[config.mk]
export PLATFORM = sky130hd
export DESIGN_NAME = tcw_addr_unit
export DESIGN_NICKNAME = d
export VERILOG_FILES = /design/src/sv/tcw_pkg.sv /design/src/sv/tcw_addr_unit.sv
export SDC_FILE = /design/constraint.sdc
export NUM_CORES = 1
export LEC_CHECK = 0
export ABC_AREA = 1
export BUFFER_PORTS_ARGS = -buffer_cell sky130_fd_sc_hd__buf_4
export CORE_MARGIN = 2
export CORE_UTILIZATION = 57
export DETAILED_ROUTE_END_ITERATION = 8
export GPL_TIMING_DRIVEN = 0
export PLACE_DENSITY = 0.92
export SLEW_MARGIN = 20
export SYNTH_ARGS = -nofsm -noshare
export SYNTH_HDL_FRONTEND = slang
export SYNTH_SLANG_ARGS = --single-unit
[constraint.sdc]
create_clock -name vclk -period 4.64
set_input_delay 0.464 -clock vclk [all_inputs]
set_output_delay 0.464 -clock vclk [all_outputs]
set_load 0.1 [all_outputs]
[src/sv/tcw_pkg.sv]
// ----------------------------------------------------------------------------
// tcw_pkg
// Shared types and constants of the text console character writer: the
// operation codes, control characters, sequencer states and field widths.
// ----------------------------------------------------------------------------
package tcw_pkg;

    localparam int FUNC_W = 2;
    localparam int CHAR_W = 8;
    localparam int POSX_W = 6;
    localparam int POSY_W = 5;
    localparam int OROW_W = 5;
    localparam int OCOL_W = 6;
    localparam int S_DATA_W = 24;
    localparam int M_DATA_W = 24;

    typedef enum logic [FUNC_W-1:0] {
        FUNC_PUT   = 2'd0,
        FUNC_SET   = 2'd1,
        FUNC_CLEAR = 2'd2,
        FUNC_READ  = 2'd3
    } func_t;

    localparam logic [CHAR_W-1:0] CHAR_NUL   = 8'h00;
    localparam logic [CHAR_W-1:0] CHAR_TAB   = 8'h09;
    localparam logic [CHAR_W-1:0] CHAR_LF    = 8'h0a;
    localparam logic [CHAR_W-1:0] CHAR_CR    = 8'h0d;
    localparam logic [CHAR_W-1:0] CHAR_QMARK = 8'h3f;

    typedef enum logic [2:0] {
        ST_INIT,
        ST_IDLE,
        ST_EXEC,
        ST_SCROLL,
        ST_CHAR,
        ST_CLEAR,
        ST_RDWAIT,
        ST_FIN
    } state_t;

endpackage

[src/sv/tcw_addr_unit.sv]
// ----------------------------------------------------------------------------
// tcw_addr_unit
// Shared cell address unit: rotates a screen row by the scroll base and
// forms row * COLUMNS + column.
// ----------------------------------------------------------------------------
module tcw_addr_unit #(
    parameter int ROWS    = 22,
    parameter int COLUMNS = 42,
    parameter int RW      = 5,
    parameter int CW      = 6,
    parameter int AW      = 10
) (
    input  logic [RW-1:0] base,
    input  logic [RW-1:0] row,
    input  logic [CW-1:0] col,
    output logic [AW-1:0] addr
);
    import tcw_pkg::*;

    logic [RW:0]   row_sum;
    logic [RW-1:0] phys_row;

    always_comb begin
        row_sum = {1'b0, row} + {1'b0, base};
        // wrap the rotated row back into the map
        if (row_sum >= (RW+1)'(ROWS)) begin
            phys_row = RW'(row_sum - (RW+1)'(ROWS));
        end else begin
            phys_row = RW'(row_sum);
        end
        addr = AW'(phys_row) * AW'(COLUMNS) + AW'(col);
    end

endmodule

==> reports/results.tsv, run 1 <==
stage	metric	value	unit
synthesis	avgSynthCellArea	6.27	sq um
grt	gr-total-overflow	9	
synthesis	synth_area_leaders	ha_1 (30%), nand2_1 (20%), nand3_1 (10%), inv_1 (9.4%), fa_1 (6.3%)	
status	stop_error	[ERROR GRT-0232] Routing congestion too high. Check the congestion heatmap in the GUI.	
synthesis	synth_top_area_share	30.0	%
timing	worst-ep-kind	primary output	
floorplanning	start_util	62.3	%
synthesis	syn_area	960	sq um
status	outcome	aborted with a tool error	
place	io_buffers	25	
grt	grt_max_degree	8	
place	pre_cts_ws	-0.393	ns
grt	grt.total_usage	57.5	%
synthesis	syn_inst	153	
synthesis	yosys.area.top_type	ha_1	
place	place_hpwl	1890	um
synthesis	yosysSeqAreaShare	0	%
floorplanning	die_h	45.0	um
synthesis	synth_warnings	0	
floorplanning	die_x	45.0	um
place	gp_congestion	0.842	
timing	worstEndpointGrtRepair	addr[9]	
synthesis	synth_cell_type_count	18	
synthesis	syn_nets	195	
floorplanning	io_pins	26	
floorplanning	rows	14	
place	dpl.cell_count	194	
status	haltStage	5_1_grt	
place	placed_area	1220	sq um
-- timing repair --
action                     in CTS
pin swaps                       8
setup endpoints to repair       4
hold endpoints to repair        0
hold buffers                    0
resized for setup              16
buffers inserted                5
-- kinds of logic after synthesis --
| logic type | count (synthesis) | share of synthesized area (%) |
|---|---|---|
| compound gates | 11 | 7.17 |
| xor+xnor | 10 | 9.91 |
| fa+ha+maj | 26 | 36.2 |
| buf+inv | 26 | 10.6 |
| simple gates | 80 | 36.1 |
-- metal layers --
layer,track usage (%),overflow
met4,65.3,7
met1,52.3,0
met5,0,0
met3,35.6,0
met2,81.1,2
-- Yosys cell counts --
cell type / number
o21a_1: 1
xnor2_1: 4
inv_1: 24
xor2_1: 5
ha_1: 23
nand4_1: 4
inv_2: 1
a21oi_4: 1
nand3_2: 1
nand2_2: 2
nor2_1: 3
xor2_2: 1
buf_4: 1
fa_1: 3
nand3_1: 20
a21oi_1: 5
nand2_1: 50
o21ai_0: 4
-- per-stage QoR --
step                util, %  setup TNS (ns)  hold WS [ns]
CTS                    86.4               0          1.26
floorplan                 -          -0.436          1.14
detailed placement     79.4          -0.769          1.26
global placement       79.4          -0.494          1.26
==> run 2: changes to the inputs <==
--- a/config.mk
+++ b/config.mk
@@ -7,11 +7,11 @@
 export LEC_CHECK = 0
 export ABC_AREA = 1
 export BUFFER_PORTS_ARGS = -buffer_cell sky130_fd_sc_hd__buf_4
-export CORE_MARGIN = 2
-export CORE_UTILIZATION = 57
+export CORE_AREA = 2 2 63 65
 export DETAILED_ROUTE_END_ITERATION = 8
+export DIE_AREA = 0 0 65 67
 export GPL_TIMING_DRIVEN = 0
-export PLACE_DENSITY = 0.92
+export PLACE_DENSITY_LB_ADDON = 0.15
 export SLEW_MARGIN = 20
 export SYNTH_ARGS = -nofsm -noshare
 export SYNTH_HDL_FRONTEND = slang
==> run 2 against run 1 <==
Effect of this change:
- synthesized area stayed put
- synthesized cell count stayed put
- the flow now finishes without violations
==> reports/results.tsv, run 2 <==
stage	metric	value	unit
synthesis	syn_area	960	sq um
route	drt-total-wl	2200	um
place	gp_congestion	0.737	
grt	gr-total-overflow	0	
final_layout	mostFrequentLayoutCells	nand2_1 (43), buf_4 (30), inv_1 (22)	
timing	rsz0062_at_grt	yes	
synthesis	avgSynthCellArea	6.27	sq um
final_layout	drive_above_1_share	38.7	%
final_layout	fin_cells	234	
final_layout	n_fill_cell	382	
floorplanning	rows	22	
floorplanning	io_pins	26	
setup_path	crit_arrival	4.09	ns
route	wire_per_inst	9.38	um
synthesis	yosys.area.top_type	ha_1	
synthesis	yosysSeqAreaShare	0	%
route	dr.pass1.iters	3	
place	place_hpwl	1900	um
final_layout	clock_buffers	0	
floorplanning	dieArea	4360	sq um
status	outcome	complete, no violations	
timing	tightest_slew	0.279	ns
final_layout	nNetsFinal	230	
grt	grt_pass1_vias	1038	
flow_run	maxCapViolations	0	
place	io_buffers	25	
grt	grt_max_degree	8	
timing	fin_setup_tns	0	ns
min_path	hold_depth	2	
final_layout	postLayoutCellArea	1500	sq um
timing	maxSlewViolCount	0	
final_layout	multiInputGateArea	1060	sq um
route	num_vias	1060	
synthesis	syn_inst	153	
timing	timing.fmax	220	MHz
timing	setup_viol	0	
synthesis	synth_commonest_cells	nand2_1 (50), inv_1 (24), ha_1 (23), nand3_1 (20)	
grt	grt_pass1_wl	3950	um
setup_path	crit_path_max_fanout	7	
setup_path	critPathLaunchType	input pin	
synthesis	synth_area_leaders	ha_1 (30%), nand2_1 (20%), nand3_1 (10%), inv_1 (9.4%), fa_1 (6.3%)	
floorplanning	die_h	67	um
route	drtIter0Drc	12	
grt	antenna_found_initial	0	
setup_path	crit_type	input pin to primary output	
synthesis	synth_top_area_share	30.0	%
final_layout	area_delta_synth_final	56.1	%
floorplanning	start_util	26.6	%
route	vias_per_cell	4.53	
synthesis	synth_warnings	0	
route	ant_nets	0	
final_layout	num_antenna_cells	0	
min_path	hold_class	input pin to primary output	
route	drcViolationCount	0	
timing	finalHoldViolations	0	
grt	grt.total_usage	10.8	%
synthesis	synth_cell_type_count	18	
setup_path	endpoint_kind	primary output	
final_layout	final_common_cell	nand2_1	
floorplanning	die_x	65	um
final_layout	numSequentialCells	0	
timing	fin_crit	4.55	ns
synthesis	syn_nets	195	
synthesis	synth.most_common_cell	nand2_1	
place	dpl.cell_count	226	
place	placed_area	1260	sq um
timing	period_share	98.1	%
setup_path	required	4.18	ns
final_layout	seq_area	0	sq um
floorplanning	core	3610	sq um
timing	maxSlewHeadroom	81.6	%
[run 2: cell counts after synthesis]
No cell type changed its count.
[run 2: kinds of logic (layout without fill, tap and decap cells)]
| logic type | count (synthesis) | in the layout | synth area share, % |
|---|---|---|---|
| adders and majority gates | 26 | 26 | 36.2 |
| AOI/OAI and AO/OA | 11 | 11 | 7.17 |
| buffers and inverters | 26 | 59 | 10.6 |
| xor gates and xnor gates | 10 | 10 | 9.91 |
| and+or+nand+nor | 80 | 80 | 36.1 |
[run 2: final cells by class]
type               instances  area share [%]
inverters                 25            6.27
multi-input cells        127            71.1
plain buffers              1           0.501
well taps                 48            4.01
repair buffers            33            18.1
[run 2: per-layer routing]
layer | vias up | routed length (um) | global-route usage (%)
li1 | 561 | - | -
met1 | 483 | 970 | 12.5
met2 | 16 | 1160 | 22.8
met3 | 0 | 70 | 0.169
met4 | 0 | 0 | 0
met5 | - | 0 | 0
[run 2: timing repair]
item,CTS,global route
resized for setup,17,21
setup buffers,4,4
setup endpoints to repair,4,4
endpoints found under the hold margin,0,0
cloned,0,0
hold buffers,0,0
pin swaps,12,18
[run 2: worst paths after layout]
check             startpoint      end  slack, ns
hold / removal        col[0]  addr[0]       1.25
setup / recovery      row[0]  addr[9]       0.09
[run 2: worst max-delay path, stage by stage]
cell and delay [ns]:
buf_6 0.10, ha_4 0.15, fa_2 0.39, nand3_2 0.09
nand3_1 0.08, nand2_1 0.09, inv_1 0.08, a21oi_4 0.27
nand2_2 0.09, o21ai_2 0.10, ha_4 0.24, ha_4 0.27
inv_2 0.03, fa_1 0.51, inv_2 0.05, ha_4 0.28
nand2_2 0.05, nand2_1 0.06, nand2_1 0.06, nor2_2 0.14
nand3_2 0.12, nand2_2 0.08, nand2_2 0.06, nand2_4 0.07
buf_12 0.16
[run 2: stage by stage]
step | hold slack [ns] | utilization, % | setup slack, ns
after floorplan | 1.14 | - | -0.296
after global placement | 1.26 | 35.0 | -0.465
after detailed placement | 1.26 | 35.0 | -0.476
after CTS | 1.26 | 38.3 | 0.00244
after global routing | 1.26 | 41.5 | -0.129
final | 1.25 | 41.5 | 0.0902
Power of run 2 is not shown: default switching activity piles up to over one toggle a cycle in this logic, so the estimate is an artifact.
==> run 3: changes to the inputs <==
--- a/config.mk
+++ b/config.mk
@@ -7,11 +7,13 @@
 export LEC_CHECK = 0
 export ABC_AREA = 1
 export BUFFER_PORTS_ARGS = -buffer_cell sky130_fd_sc_hd__buf_4
+export CAP_MARGIN = 25
 export CORE_AREA = 2 2 63 65
 export DETAILED_ROUTE_END_ITERATION = 8
 export DIE_AREA = 0 0 65 67
 export GPL_TIMING_DRIVEN = 0
 export PLACE_DENSITY_LB_ADDON = 0.15
+export SETUP_SLACK_MARGIN = 0.15
 export SLEW_MARGIN = 20
 export SYNTH_ARGS = -nofsm -noshare
 export SYNTH_HDL_FRONTEND = slang
==> run 3 against run 2 <==
Effect of this change:
- first-iteration DRC count is 120% higher
- wire length is 1.6% higher
- non-clock buffer count is 2 higher
- via count is 0.38% lower
- utilization is 1.9 points higher
- setup slack better by 0.041 ns
- die area stayed put
- sequential cell count stayed put
==> reports/results.tsv, run 3 (synthesis results as in run 2) <==
stage	metric	value	unit
setup_path	critPathLaunchType	input pin	
setup_path	setup.worst_path.start	row[0]	
final_layout	clock_buffers	0	
route	drt-total-wl	2230	um
route	wire_per_inst	9.46	um
route	vias_per_cell	4.47	
floorplanning	core	3610	sq um
timing	period_share	97.2	%
timing	setup_viol	0	
final_layout	fin_cells	236	
setup_path	slowest_stage	fa_1	
floorplanning	io_pins	26	
timing	finalHoldViolations	0	
setup_path	crit_buf_inv	4	
grt	grt.total_usage	10.6	%
route	num_vias	1056	
grt	grt_pass1_wl	3870	um
place	io_buffers	25	
setup_path	required	4.18	ns
min_path	hold_class	input pin to primary output	
clocking	ctsHoldBuffers	0	
status	outcome	complete, no violations	
route	ant_nets	0	
setup_path	crit_path_max_fanout	7	
final_layout	final_common_cell	nand2_1	
final_layout	n_fill_cell	369	
setup_path	crit_type	input pin to primary output	
place	gp_congestion	0.776	
place	place_hpwl	1810	um
final_layout	drive_above_1_share	39.9	%
setup_path	path_cells	buf_6 > ha_4 > fa_2 > xor2_4 > nand2_2 > nand3_4 > a21oi_4 > nand2_2 > o21ai_2 > ha_1 > ha_4 > inv_2 > fa_1 > inv_2 > ha_4 > nand2_2 > nand2_1 > nand2_1 > nor2_1 > nand3_1 > nand2_1 > nand2_2 > nand2_2 > buf_12	
place	pre_cts_ws	-0.228	ns
timing	postLayoutSetupSlackWorst	0.131	ns
timing	timing.fmax	222	MHz
setup_path	critPathMostFrequentCell	nand2_2	
grt	grt_max_degree	8	
final_layout	numSequentialCells	0	
setup_path	crit_arrival	4.04	ns
final_layout	area_delta_synth_final	63.4	%
floorplanning	die_h	67	um
grt	grt_pass1_vias	984	
route	dr.pass1.iters	4	
floorplanning	start_util	26.6	%
final_layout	num_antenna_cells	0	
final_layout	seq_area	0	sq um
final_layout	nNetsFinal	232	
timing	rsz0062_at_grt	yes	
timing	tightest_slew	0.380	ns
flow_run	maxCapViolations	0	
timing	maxSlewViolCount	0	
floorplanning	die_x	65	um
floorplanning	dieArea	4360	sq um
route	drcViolationCount	0	
timing	fin_crit	4.51	ns
setup_path	crit_family	adder cells	
place	dpl.cell_count	226	
grt	gr-total-overflow	0	
floorplanning	rows	22	
final_layout	mostFrequentLayoutCells	nand2_1 (42), buf_4 (28), inv_1 (21)	
route	drtIter0Drc	26	
grt	antenna_found_initial	0	
timing	maxSlewHeadroom	74.4	%
setup_path	endpoint_kind	primary output	
min_path	min_from	col[0]	
setup_path	slowest_delay	0.48	ns
run 3: cell types whose count changed in the layout (fill, tap and decap cells not counted), moves of 2 or more:
| cell | delta |
|---|---|
| buf_4 | -2 |
| buf_6 | +2 |
| nand2_2 | +2 |
| xnor2_2 | -2 |
| xnor2_4 | +2 |
run 3: worst paths after layout:
check                 end  cells after the start
setup / recovery  addr[9]                     24
hold / removal    addr[0]                      2
run 3: area by class of cell:
type	instances	area, sq um	area share [%]
Inverter	25	93.8	5.99
Multi-Input combinational cell	127	1090	69.7
Tap cell	48	60.1	3.83
Timing Repair Buffer	35	314	20.0
Buffer	1	7.51	0.479
run 3: timing repair:
action	4_1_cts	5_1_grt
gates resized for setup	23	21
setup buffers	7	3
cloned	0	0
pin swaps	15	17
endpoints found under the setup margin	4	5
run 3: per-stage QoR:
step / utilization (%) / TNS [ns] / hold slack, ns / instance area, sq um
floorplan: - / 0 / 1.14 / 1050
global placement: 36.1 / -0.390 / 1.26 / 1300
detailed placement: 36.1 / -0.437 / 1.26 / 1300
CTS: 40.4 / 0 / 1.26 / 1460
global route: 43.5 / -0.146 / 1.26 / 1570
finish: 43.5 / 0 / 1.26 / 1570
run 3: routing by layer:
layer  GRT usage [%]  share of wire [%]  vias up
met5               0                  0        -
met4               0                  0        0
met3               0                2.3        0
li1                -                  -      571
met1            12.6                 41      470
met2            22.2                 56       15
Power of run 3 is left out for the same reason.
